**config.mk**
```make
export PLATFORM = sky130hd
export DESIGN_NAME = lru_key_value_cache_core
export DESIGN_NICKNAME = d
export VERILOG_FILES = /design/src/lrukv_pkg.sv /design/src/lrukv_store.sv /design/src/lru_key_value_cache_core.sv
export SDC_FILE = /design/constraint.sdc
export NUM_CORES = 1
export LEC_CHECK = 0
export BUFFER_PORTS_ARGS = -buffer_cell sky130_fd_sc_hd__buf_2
export CAP_MARGIN = 20
export CORE_AREA = 2 2 275 277
export CTS_CLUSTER_SIZE = 12
export DETAILED_ROUTE_END_ITERATION = 12
export DIE_AREA = 0 0 277 279
export PLACE_DENSITY = 0.68
export SLEW_MARGIN = 40
export SYNTH_ARGS = -nofsm -noshare
export SYNTH_HDL_FRONTEND = slang
export SYNTH_HIERARCHICAL = 1
export SYNTH_SLANG_ARGS = --single-unit
export TNS_END_PERCENT = 5
```
**constraint.sdc**
```tcl
create_clock -name clock -period 6.7 [get_ports clock]
set_input_delay 0.335 -clock clock [delete_from_list [all_inputs] [get_ports clock]]
set_output_delay 0.335 -clock clock [all_outputs]
set_load 0.02 [all_outputs]
```
**src/lrukv_pkg.sv**
```systemverilog
// ----------------------------------------------------------------------------
// LRU key/value cache package
// Shared sizes, transaction types and command codes.
// ----------------------------------------------------------------------------
package lrukv_pkg;

   // Number of entries in the fully associative store
   localparam int ENTRIES = 16;

   // Field widths
   localparam int KEY_W = 16;
   localparam int VAL_W = 32;
   localparam int CAP_W = 5;

   // Recency rank and fill count widths follow from the entry count
   localparam int AGE_W = (ENTRIES > 1) ? $clog2(ENTRIES) : 1;
   localparam int CNT_W = $clog2(ENTRIES + 1);
   // Common width for count versus capacity compares
   localparam int CMP_W = (CNT_W > CAP_W) ? CNT_W : CAP_W;

   // Capacity after reset
   localparam logic [CAP_W-1:0] CAP_RESET = CAP_W'(16);

   // Command codes
   localparam logic CMD_GET = 1'b0;
   localparam logic CMD_PUT = 1'b1;

   typedef logic [AGE_W-1:0] age_type;
   typedef logic [CNT_W-1:0] cnt_type;
   typedef logic [CMP_W-1:0] cmp_type;

   // Request transaction
   typedef struct packed {
      logic             command;
      logic [KEY_W-1:0] key;
      logic [VAL_W-1:0] value;
   } req_type;

   // Response transaction
   typedef struct packed {
      logic             hit;
      logic [VAL_W-1:0] read_value;
   } rsp_type;

endpackage

```
**src/lrukv_store.sv**
```systemverilog
// ----------------------------------------------------------------------------
// LRU key/value store
// Entry arrays with parallel key match, recency ranks and replacement.
// ----------------------------------------------------------------------------
module lrukv_store
   import lrukv_pkg::*;
(
   input  logic                 clock,
   input  logic                 reset,
   input  logic                 fire,
   input  req_type              req,
   input  logic [CAP_W-1:0]     capacity,
   output rsp_type              rsp
);

   logic [KEY_W-1:0] key_ff   [ENTRIES];
   logic [VAL_W-1:0] value_ff [ENTRIES];
   age_type          age_ff   [ENTRIES];
   age_type          age_in   [ENTRIES];
   logic [ENTRIES-1:0] valid_ff, valid_in;
   cnt_type            used_ff, used_in;

   logic [ENTRIES-1:0] match;
   logic [ENTRIES-1:0] victim;
   logic [ENTRIES-1:0] valid_post;
   logic [ENTRIES-1:0] free_mask;
   logic [ENTRIES-1:0] ins_slot;
   logic               hit;
   age_type            hit_age;
   logic [VAL_W-1:0]   hit_value;
   cmp_type            cap_eff;
   cmp_type            used_ext;
   cnt_type            used_m1;
   logic               is_put;
   logic               evict;
   logic               insert;

   // Effective capacity: zero counts as one, saturates at the entry count
   always_comb begin
      if (capacity == '0) begin
         cap_eff = CMP_W'(1);
      end else if (CMP_W'(capacity) > CMP_W'(ENTRIES)) begin
         cap_eff = CMP_W'(ENTRIES);
      end else begin
         cap_eff = CMP_W'(capacity);
      end
   end

   assign used_ext = CMP_W'(used_ff);
   assign used_m1  = used_ff - cnt_type'(1);
   assign is_put   = (req.command == CMD_PUT);

   // Parallel lookup; valid keys are unique so match is one-hot or empty
   always_comb begin
      hit_age   = '0;
      hit_value = '0;
      for (int i = 0; i < ENTRIES; i++) begin
         match[i] = valid_ff[i] && (key_ff[i] == req.key);
         if (match[i]) begin
            hit_age   = hit_age | age_ff[i];
            hit_value = hit_value | value_ff[i];
         end
      end
   end

   assign hit    = |match;
   assign evict  = is_put && !hit && (used_ext >= cap_eff);
   assign insert = is_put && !hit;

   // Victim is the valid entry holding the oldest rank (ranks are dense)
   always_comb begin
      for (int i = 0; i < ENTRIES; i++) begin
         victim[i] = evict && valid_ff[i] && (cnt_type'(age_ff[i]) == used_m1);
      end
   end

   // Lowest free slot after eviction, as a one-hot mask
   assign valid_post = valid_ff & ~victim;
   assign free_mask  = ~valid_post;
   assign ins_slot   = insert ? (free_mask & (~free_mask + ENTRIES'(1))) : '0;

   // Next ranks and valid bits
   always_comb begin
      valid_in = valid_ff;
      used_in  = used_ff;
      for (int i = 0; i < ENTRIES; i++) begin
         age_in[i] = age_ff[i];
      end
      if (fire) begin
         if (hit) begin
            // Refresh: younger entries age by one, the touched one goes to rank 0
            for (int i = 0; i < ENTRIES; i++) begin
               if (match[i]) begin
                  age_in[i] = '0;
               end else if (valid_ff[i] && (age_ff[i] < hit_age)) begin
                  age_in[i] = age_ff[i] + age_type'(1);
               end
            end
         end else if (insert) begin
            // Insert: every surviving entry ages by one, the new one is rank 0
            for (int i = 0; i < ENTRIES; i++) begin
               if (ins_slot[i]) begin
                  age_in[i]   = '0;
                  valid_in[i] = 1'b1;
               end else if (victim[i]) begin
                  age_in[i]   = '0;
                  valid_in[i] = 1'b0;
               end else if (valid_post[i]) begin
                  age_in[i] = age_ff[i] + age_type'(1);
               end
            end
            if (!evict) begin
               used_in = used_ff + cnt_type'(1);
            end
         end
      end
   end

   // Control state
   always_ff @(posedge clock) begin
      if (reset) begin
         valid_ff <= '0;
         used_ff  <= '0;
         for (int i = 0; i < ENTRIES; i++) begin
            age_ff[i] <= '0;
         end
      end else begin
         valid_ff <= valid_in;
         used_ff  <= used_in;
         for (int i = 0; i < ENTRIES; i++) begin
            age_ff[i] <= age_in[i];
         end
      end
   end

   // Key and value storage, no reset
   always_ff @(posedge clock) begin
      for (int i = 0; i < ENTRIES; i++) begin
         if (fire && is_put && (match[i] || ins_slot[i])) begin
            value_ff[i] <= req.value;
         end
         if (fire && ins_slot[i]) begin
            key_ff[i] <= req.key;
         end
      end
   end

   // Response: value only on a get hit
   assign rsp.hit        = hit;
   assign rsp.read_value = (hit && !is_put) ? hit_value : '0;

endmodule

```
**src/lru_key_value_cache_core.sv**
```systemverilog
// ----------------------------------------------------------------------------
// LRU key/value cache core
// Fully associative get/put cache with least-recently-used replacement.
// ----------------------------------------------------------------------------
// Accepts one transaction per cycle when the response side does not stall and
// returns one response per request from a registered response output. A
// request is held in an input register; the key compare over all entries,
// the rank update and the replacement choice happen in one pass from that
// register into the response register, so the next request already sees the
// updated store. The capacity register (reset 16; zero acts as one, values
// above the entry count saturate) should be written only while idle.
// ----------------------------------------------------------------------------
module lru_key_value_cache_core
   import lrukv_pkg::*;
(
   input  logic             clock,
   input  logic             reset,
   // Request channel
   input  logic             req_valid,
   output logic             req_stall,
   input  req_type          req_data,
   // Response channel
   output logic             rsp_valid,
   input  logic             rsp_stall,
   output rsp_type          rsp_data,
   // Configuration
   input  logic             csr_wr_en,
   input  logic [CAP_W-1:0] csr_wr_data
);

   logic             s1_valid_ff, s1_valid_in;
   req_type          s1_ff, s1_in;
   logic             rsp_valid_ff, rsp_valid_in;
   rsp_type          rsp_ff, rsp_in;
   logic [CAP_W-1:0] cap_ff, cap_in;
   logic             out_free;
   logic             fire;
   rsp_type          store_rsp;

   // Pipeline advance: response register empty or being drained
   assign out_free  = !rsp_valid_ff || !rsp_stall;
   assign fire      = s1_valid_ff && out_free;
   assign req_stall = s1_valid_ff && !out_free;

   always_comb begin
      s1_valid_in  = s1_valid_ff;
      s1_in        = s1_ff;
      rsp_valid_in = rsp_valid_ff;
      rsp_in       = rsp_ff;
      cap_in       = cap_ff;
      if (!req_stall) begin
         s1_valid_in = req_valid;
         s1_in       = req_data;
      end
      if (out_free) begin
         rsp_valid_in = s1_valid_ff;
         rsp_in       = store_rsp;
      end
      if (csr_wr_en) begin
         cap_in = csr_wr_data;
      end
   end

   // Control registers
   always_ff @(posedge clock) begin
      if (reset) begin
         s1_valid_ff  <= 1'b0;
         rsp_valid_ff <= 1'b0;
         cap_ff       <= CAP_RESET;
      end else begin
         s1_valid_ff  <= s1_valid_in;
         rsp_valid_ff <= rsp_valid_in;
         cap_ff       <= cap_in;
      end
   end

   // Payload registers
   always_ff @(posedge clock) begin
      s1_ff  <= s1_in;
      rsp_ff <= rsp_in;
   end

   lrukv_store u_store (
      .clock    (clock),
      .reset    (reset),
      .fire     (fire),
      .req      (s1_ff),
      .capacity (cap_ff),
      .rsp      (store_rsp)
   );

   assign rsp_valid = rsp_valid_ff;
   assign rsp_data  = rsp_ff;

   // A new response only appears after a held request moved forward
   a_rsp_from_req: assert property (@(posedge clock) disable iff (reset)
      $rose(rsp_valid_ff) |-> $past(s1_valid_ff))
      else $error("response appeared without a held request");

   // A stalled request stays in the input register unchanged
   a_s1_hold: assert property (@(posedge clock) disable iff (reset)
      req_stall |=> s1_valid_ff && $stable(s1_ff))
      else $error("stalled request was lost or changed");

   // The store is updated only when the response register can take the result
   a_fire_ok: assert property (@(posedge clock) disable iff (reset)
      fire |=> rsp_valid_ff)
      else $error("processed request produced no response");

endmodule
```
* Yosys cells after proc, flatten, opt, wreduce, memory -nomap -nowiden
Memory sizes are Yosys's and may differ from the RTL's.
Index checks and enable logic that the tools add are counted.
** Word-level totals
- Bits in registers :: 110
- Bits in latches :: 0
- Bits in writable memories :: 832
- ROM bits :: 0
- Bits of input ports :: 59
- Output and inout port bits :: 35
- Word-level logic and storage cells :: 602
- Memories kept :: 3
** Cells by class
- Add/sub/neg operators :: 19
- $mul :: 0
- Divide/modulo/power cells :: 0
- Magnitude comparators :: 18
- Equal/unequal tests :: 32
- Shift operators :: 0
- Multiplexer cells :: 278
- Bitwise operators :: 53
- Reduce and logical (&&, ||, !) cells :: 174
** Memories
- u_store.value_ff :: depth 16, bits a word 32, read ports 16, clocked after Yosys merged registers in 0, write ports 16, RTL line lrukv_store.sv:17 : logic [VAL_W-1:0] value_ff [ENTRIES];
- u_store.key_ff :: depth 16, bits a word 16, read ports 16, clocked after Yosys merged registers in 0, write ports 1, RTL line lrukv_store.sv:16 : logic [KEY_W-1:0] key_ff [ENTRIES];
- u_store.age_ff :: depth 16, bits a word 4, read ports 16, clocked after Yosys merged registers in 0, write ports 16, RTL line lrukv_store.sv:18 : age_type age_ff [ENTRIES];
** Operator list (count)
- 32-bit 2-to-1 mux :: 16
- 4-bit 2-to-1 mux :: 127
- 32-bit OR :: 15
- 16-bit equality test :: 16
- 16-bit 2-to-1 mux :: 16
- 16-bit OR reduction :: 16
- 64-bit 2-to-1 mux :: 3
- 1-bit 2-to-1 mux :: 114
- 1-bit logical AND :: 102
- 4-bit by 5-bit equality test with 1-bit output :: 16
- 4-bit AND reduction :: 17
- 4-bit by 1-bit adder with 4-bit output, second input constant :: 16
- 4-bit less-than comparator :: 16
- 4-bit OR :: 15
- 16-bit NOT :: 3
- 16-bit bitwise AND :: 2
- 2-bit nonzero test :: 16
- 1-bit logical OR :: 17
- 16-bit by 1-bit adder with 16-bit output, second input constant :: 1
- 1-bit OR :: 16
- 5-bit 2-to-1 mux :: 2
- 5-bit by 1-bit adder with 5-bit output, second input constant :: 1
- 5-bit greater-or-equal comparator :: 1
- 5-bit > comparator, second input constant :: 1
- 4 further kinds :: 9

* Depth between registers and ports, before layout
Gate-level depths: netlist (run 1).
- Depth after elaboration :: 40
- Gate-level depth with buffers :: 22

* Modules after synthesis
The synthesis (run 1) kept the hierarchy.
** Modules (own cells, without submodules)
- lrukv_store :: times used 1, cells each 2739, area an instance 37870.1 um^2, seq. area each 24763.8 um^2
- lru_key_value_cache_core :: times used 1, cells each 108, area an instance 2720.1 um^2, seq. area each 2602.5 um^2

* Worst setup path after synthesis (run 1)
Ideal clock, no wire load.
- Kind :: flip-flop to flip-flop
- Start :: register u_store.used_ff[0], in the netlist u_store/used_ext[0]
- End :: memory u_store.value_ff[3][4], in the netlist u_store/value_ff[0][100] (enable)
- Data arrival time :: 5205 ps
- Data required time :: 6268 ps
- Slack :: 1064 ps
- Stages on the path, launching flop included :: 15
- Buffers on the path :: 4
- Clock period less this slack :: 5636 ps
- Path through :: dfxtp_1 clkbuf_1 buf_2 inv_1 ha_1 clkbuf_1 buf_2 xnor2_1 nor2_1 nand4_1 o31ai_1 or2_2 or3_1 or3_1 a21oi_1
** RTL lines
- start: declaration :: RTL line lrukv_store.sv:21 : cnt_type used_ff, used_in;
- start signal: assignment :: RTL line lrukv_store.sv:129 : used_ff <= used_in;
- end: declaration :: RTL line lrukv_store.sv:17

==> results of run 1 <==
-- cells by family (layout without fill, tap and decap cells) --
| kind of cell | count (synthesis) | after routing | synth area share, % |
|---|---|---|---|
| xor+xnor | 319 | 319 | 7.30 |
| buf+inv | 217 | 473 | 2.48 |
| compound gates | 607 | 607 | 11.2 |
| other cells | 0 | 2 | 0 |
| simple gates | 670 | 670 | 8.91 |
| mux | 21 | 21 | 0.539 |
| fa+ha+maj | 71 | 71 | 2.19 |
| flops | 942 | 942 | 67.4 |
-- through the flow --
| stage | utilization, % | hold WS, ns | cell area [um2] |
|---|---|---|---|
| 2_1_floorplan | - | 0.404 | 40600 |
| 3_5_place_dp | 57.4 | 0.513 | 42600 |
| 5_1_grt | 62.2 | 0.0492 | 46100 |
| 4_1_cts | 62.2 | 0.00256 | 46000 |
| 3_3_place_gp | 57.3 | 0.489 | 42500 |
| 6_report | 62.2 | 0.0366 | 46100 |
-- power by group --
| group | internal, W | leakage [nW] | total (W) | switching (W) |
|---|---|---|---|---|
| logic | 0.000155 | 4.87 | 0.000392 | 0.000237 |
| registers | 0.00645 | 8.56 | 0.00653 | 0.0000863 |
| clock network | 0.00281 | 1.40 | 0.00504 | 0.00224 |
-- worst paths after layout --
check                               start                     to  slack, ns  cells after the start
worst min register to register  cap_ff[0]              cap_ff[0]       0.52                      2
worst max-delay path            s1_ff[43]  u_store/age_ff[1][27]       0.97                     17
worst max register to register  s1_ff[43]  u_store/age_ff[1][27]       0.97                     17
worst min-delay path            csr_wr_en              cap_ff[3]       0.04                      3
-- final cells by class --
cell class / instances / share of cell area [%]
flip-flops and latches: 942 / 59.4
multi-input cells: 1688 / 27.1
clock buffers: 134 / 5.57
repair buffers: 246 / 3.98
well taps: 969 / 2.63
clock inverters: 30 / 0.777
inverters: 63 / 0.513
diodes: 2 / 0.0109
-- cells in the final DEF (no fill, tap or decap), drive strengths merged, types with 91 or more instances in the layout --
master and instances:
dfxtp 92, a221oi 104, nor2 104, clkbuf 134
nand3 91, a22o 109, edfxtp 850, buf 189
xnor2 254, nand2 94
-- worst max-delay path, delay by kind of cell (launching register included) --
kind                     cells  cell delay, ns
AND/OR/NAND/NOR              7            2.49
buffers and inverters        3            1.25
flip-flops                   1            0.76
AO/OA/AOI/OAI                5            0.76
adder cells (fa/ha/maj)      1            0.27
XOR/XNOR                     1            0.10
-- routing by layer --
metal	part of all wire, %	vias up	GRT usage [%]	routed length (um)
met5	0	-	0	0
met4	3.3	0	11.1	4100
met3	10	237	6.11	12600
met2	45	1610	48.7	55500
met1	41	13800	45.4	50700
li1	-	11500	-	-
-- state kept, by name (all words and copies together), names as in the netlist --
| name | cells |
|---|---|
| cap_ff | 5 |
| rsp_data | 33 |
| rsp_valid | 1 |
| s1_ff | 49 |
| s1_valid_ff | 1 |
| u_store/age_ff | 64 |
| u_store/key_ff | 256 |
| u_store/used_ext | 5 |
| u_store/valid_ff | 16 |
| u_store/value_ff | 512 |
==> impl_results.md, run 1 <==
- Worst-Margin Slew: 0.840 ns
- Final ANT Viol Nets: 0
- Endpoints failing setup: 0
- Mapped Area: 0.0406 mm2
- Clock root buffer master: clkbuf_16
- H-tree lvl count: 3
- CTS Buf Count: 97
- Via count: 27.2k
- Top-count cell post-synth: edfxtp_1
- Asr flop ratio synth: 0%
- Initial Util: 54.8%
- Setup WS post-layout: 0.974 ns
- Die width: 277 um
- Post-Syn Nets: 2977
- Via density: 6.67
- RSZ-0062 raised after global routing: false
- FILL cells: 5509
- Placed insts: 3851
- Post-CTS setup buffers: 0
- Area Growth Syn to Fin: 13.5%
- #FFs+latches synth: 942
- Max clock buf depth: 3
- Critical Path RT: 7.30 ns
- Number of max-cap violations: 0
- Global-route wire length before repair: 179 mm
- Post-synth top cells: edfxtp_1 (850), xnor2_1 (254), a22o_1 (109)
- Fin crit share: 85.5%
- Gate Count Post-Synth: 2847
- VDD IR max: 0.323 mV
- Setup crit end kind: register
- Max frequency: 175 MHz
- Number of synthesized flops with an enable pin: 850
- Crit path kind: register to register
- Die H: 279 um
- CTS tree: yes
- Hold-fix buffers, CTS: 57
- CP max FO: 34
- Area taken by flip-flops and latches: 0.0274 mm2
- Initial antenna violation count: 1
- Max-slew headroom: 43.6%
- Clock latency on the worst-skew pair: 0.68 ns
- Worst-path cell chain: buf_4 -> xor2_1 -> nor4_1 -> and3_1 -> nor4b_4 -> buf_4 -> a22oi_1 -> nand3_1 -> nor2_1 -> buf_4 -> ha_1 -> o21ai_0 -> nand3b_1 -> o2111a_1 -> nor4_1 -> a41o_1 -> o21a_1
- Worst setup SP type: register
- CP arrival: 6.32 ns
- Cell taking the most area after synthesis: edfxtp_1
- Power density cells: 260 mW/mm2
- Synth top area share: 62.9%
- HPWL Detailed: 76.0 mm
- Clock sinks: 942
- Setup_tns: 0 ns
- Max incr delay on CP: 0.76 ns
- Routability congestion estimate: 1.01
- Layout cells sized above 1: 12.4%
- 1st-iter DRT viols: 3549
- Synthesis Warnings: 6
- Worst min path class: input port to register
- Status: complete, no violations
- GRT Residual Overflow: 0
- Register area share after synthesis: 67.4%
- Die Area: 0.0773 mm2
- Post-synth cell types: 88
- Syn avg cell area: 14.3 um2
- Fin nets: 3168
- IO Port Bufs: 93
- Post-cts sizing count: 0
- Leakage: 14.8 nW
- Post-Place Setup Slack: 1.17 ns
- CTS clock-pin slew for the worst setup and hold paths: 0.06 ns
- Total power: 0.0120 W
- TritonRoute pass-1 iters: 6
- I/O pins: 94
- Slowest cell on crit path: edfxtp_1
- Most used cell, CP: buf_4
- Top post-synthesis cells by area: edfxtp_1 (63%), xnor2_1 (5.5%), dfxtp_1 (4.5%)
- Leading register cell type out of synthesis: edfxtp_1
- Largest net degree at the start of global routing: 57
- Vias in the first global route: 26.5k
- # rows: 100
- Final slew viol count: 0
- Avg WL per Cell: 30.2 um
- Non-filler cells in the finished layout: 4074
- Final hold vios: 0
- Total routed wirelength: 123 mm
- Clk_skew: 0.0462 ns
- Multi-input logic area: 0.0125 mm2
- DRC viols: 0
- Final Critical Period: 5.73 ns
- Tot GR Track Use: 31.6%
- Core Region: 0.0741 mm2
Note: power is estimated with default switching activity, not from simulation.
==> run 2, diff against run 1 <==
- RECOVER_POWER: not set -> 100
==> impl_results.md, run 2 (synthesized netlist as in run 1, its figures left out) <==
- Die width: 277 um (unchanged)
- Commonest cells after routing, fill and taps aside: edfxtp_1 (850), xnor2_1 (253), a22o_1 (109) (unchanged)
- Crit path kind: register to register (unchanged)
- Vias in the first global route: 26.5k (unchanged)
- Clock latency on the worst-skew pair: 0.68 ns (about the same)
- Worst setup SP type: register (unchanged)
- Setup_tns: 0 ns (unchanged)
- Post-CTS setup buffers: 0 (unchanged)
- Via count: 27.1k (was 27.2k)
- Critical Path RT: 6.95 ns (was 7.30 ns)
- Status: finished, violations left (was complete, no violations)
- IO Port Bufs: 93 (unchanged)
- Tot GR Track Use: 31.6% (unchanged)
- Max incr delay on CP: 0.97 ns (was 0.76 ns)
- Global-route wire length before repair: 179 mm (unchanged)
- Biggest register: u_store/value_ff (unchanged)
- Initial Util: 54.8% (unchanged)
- Worst-path cell chain: clkbuf_1 -> clkbuf_1 -> xnor2_1 -> nand4_1 -> nor3_1 -> and2_2 -> or4_4 -> nor4_4 -> inv_2 -> o31a_1 -> nor2_1 -> nor2_1 -> nor2_4 -> clkbuf_2 (was buf_4 -> xor2_1 -> nor4_1 -> and3_1 -> nor4b_4 -> buf_4 -> a22oi_1 -> nand3_1 -> nor2_1 -> buf_4 -> ha_1 -> o21ai_0 -> nand3b_1 -> o2111a_1 -> nor4_1 -> a41o_1 -> o21a_1)
- CP max FO: 32 (was 34)
- Core Region: 0.0741 mm2 (unchanged)
- Power density cells: 261 mW/mm2 (was 260 mW/mm2)
- # rows: 100 (unchanged)
- Total routed wirelength: 123 mm (about the same)
- Commonest non-fill, non-tap cell in the layout: edfxtp_1 (unchanged)
- Non-filler cells in the finished layout: 4074 (unchanged)
- Fin crit share: 90.5% (was 85.5%)
- Final slew viol count: 172 (was 0)
- WHS: 0.0339 ns (was 0.0366 ns)
- CP arrival: 6.32 ns (about the same)
- HPWL Detailed: 76.0 mm (unchanged)
- Setup crit end kind: register (unchanged)
- Post-cts sizing count: 0 (unchanged)
- VDD IR max: 0.323 mV (about the same)
- CTS Buf Count: 97 (unchanged)
- I/O pins: 94 (unchanged)
- CTS tree: yes (unchanged)
- Final hold vios: 0 (unchanged)
- Routability congestion estimate: 1.01 (unchanged)
- H-tree lvl count: 3 (unchanged)
- CTS clock-pin slew for the worst setup and hold paths: 0.06 ns (about the same)
- Worst min path class: input port to register (unchanged)
- Placed insts: 3851 (unchanged)
- Family with the most delay on the worst path: buffers and inverters (was simple AND/OR/NAND/NOR gates)
- Clock sinks: 942 (unchanged)
- Area Growth Syn to Fin: 13.0% (was 13.5%)
- Total power: 0.0120 W (about the same)
- Via density: 6.65 (was 6.67)
- Final Critical Period: 6.07 ns (was 5.73 ns)
- Final ANT Viol Nets: 0 (unchanged)
- CP bufs+invs: 4 (was 3)
- Worst-Margin Slew: 3.24 ns (was 0.840 ns)
- Avg WL per Cell: 30.1 um (was 30.2 um)
- GRT Residual Overflow: 0 (unchanged)
- DRC viols: 0 (unchanged)
- TritonRoute pass-1 iters: 8 (was 6)
- Max frequency: 165 MHz (was 175 MHz)
- Die Area: 0.0773 mm2 (unchanged)
- Max FFs per register: 512 (unchanged)
- Die H: 279 um (unchanged)
- Violated checks: capacitance limit, slew limit
- 1st-iter DRT viols: 3642 (was 3549)
- Max clock buf depth: 3 (unchanged)
- Number of max-cap violations: 4 (was 0)
- Fin nets: 3168 (unchanged)
- RSZ-0062 raised after global routing: false (unchanged)
- Hold-fix buffers, CTS: 57 (unchanged)
- Largest registers: u_store/value_ff (512), u_store/key_ff (256), u_store/age_ff (64) (unchanged)
- Slowest cell on crit path: clkbuf_2 (was edfxtp_1)
- Layout cells sized above 1: 9.96% (was 12.4%)
- Largest net degree at the start of global routing: 57 (unchanged)
- Clk_skew: 0.0458 ns (was 0.0462 ns)
- Max-slew headroom: -116% (was 43.6%)
- Clock root buffer master: clkbuf_16 (unchanged)
- Initial antenna violation count: 1 (unchanged)
- Endpoints failing setup: 0 (unchanged)
- Fin util: 61.9% (was 62.2%)
- Leakage: 14.6 nW (was 14.8 nW)
-- run 2: stage by stage --
| stage | worst slack [ns] | instance area, um2 |
|---|---|---|
| 3_5_place_dp | 1.17 | 42600 |
| 6_report | 0.634 | 45900 |
| 5_1_grt | 0.463 | 45900 |
| 4_1_cts | 1.13 | 46000 |
| 2_1_floorplan | 1.06 | 40600 |
| 3_3_place_gp | 0.947 | 42500 |
-- run 2: final cells by class --
cell class	count	area, um2
Sequential cell	942	27400
Fill cell	5555	28200
Antenna cell	2	5.00
Clock buffer	134	2570
Tap cell	969	1210
Clock inverter	30	358
Inverter	63	236
Timing Repair Buffer	246	1670
Multi-Input combinational cell	1688	12500
-- run 2: final timing paths --
path | from | to | slack, ns | cells past startpoint
worst min-delay path | csr_wr_en | cap_ff[3] | 0.03 | 3
worst max-delay path | s1_ff[38] | u_store/value_ff[1][165] | 0.63 | 14
worst min register to register | cap_ff[0] | cap_ff[0] | 0.52 | 2
worst max register to register | s1_ff[38] | u_store/value_ff[1][165] | 0.63 | 14
-- run 2: tightest hold or removal path, delay by kind of cell --
kind	cells	cell delay [ns]
muxes	1	0.10
buffers and inverters	1	0.16
and+or+nand+nor	1	0.08
-- run 2: report_power, final --
| group | internal, W | switching (W) |
|---|---|---|
| clock | 0.00280 | 0.00224 |
| combinational | 0.000145 | 0.000236 |
| sequential | 0.00645 | 0.0000859 |
| total | 0.00940 | 0.00256 |
-- run 2: layer usage --
metal	GRT usage [%]	share of wire, %
met5	0	0
met4	11.1	3.4
met2	48.7	45
met3	6.11	10
met1	45.4	41
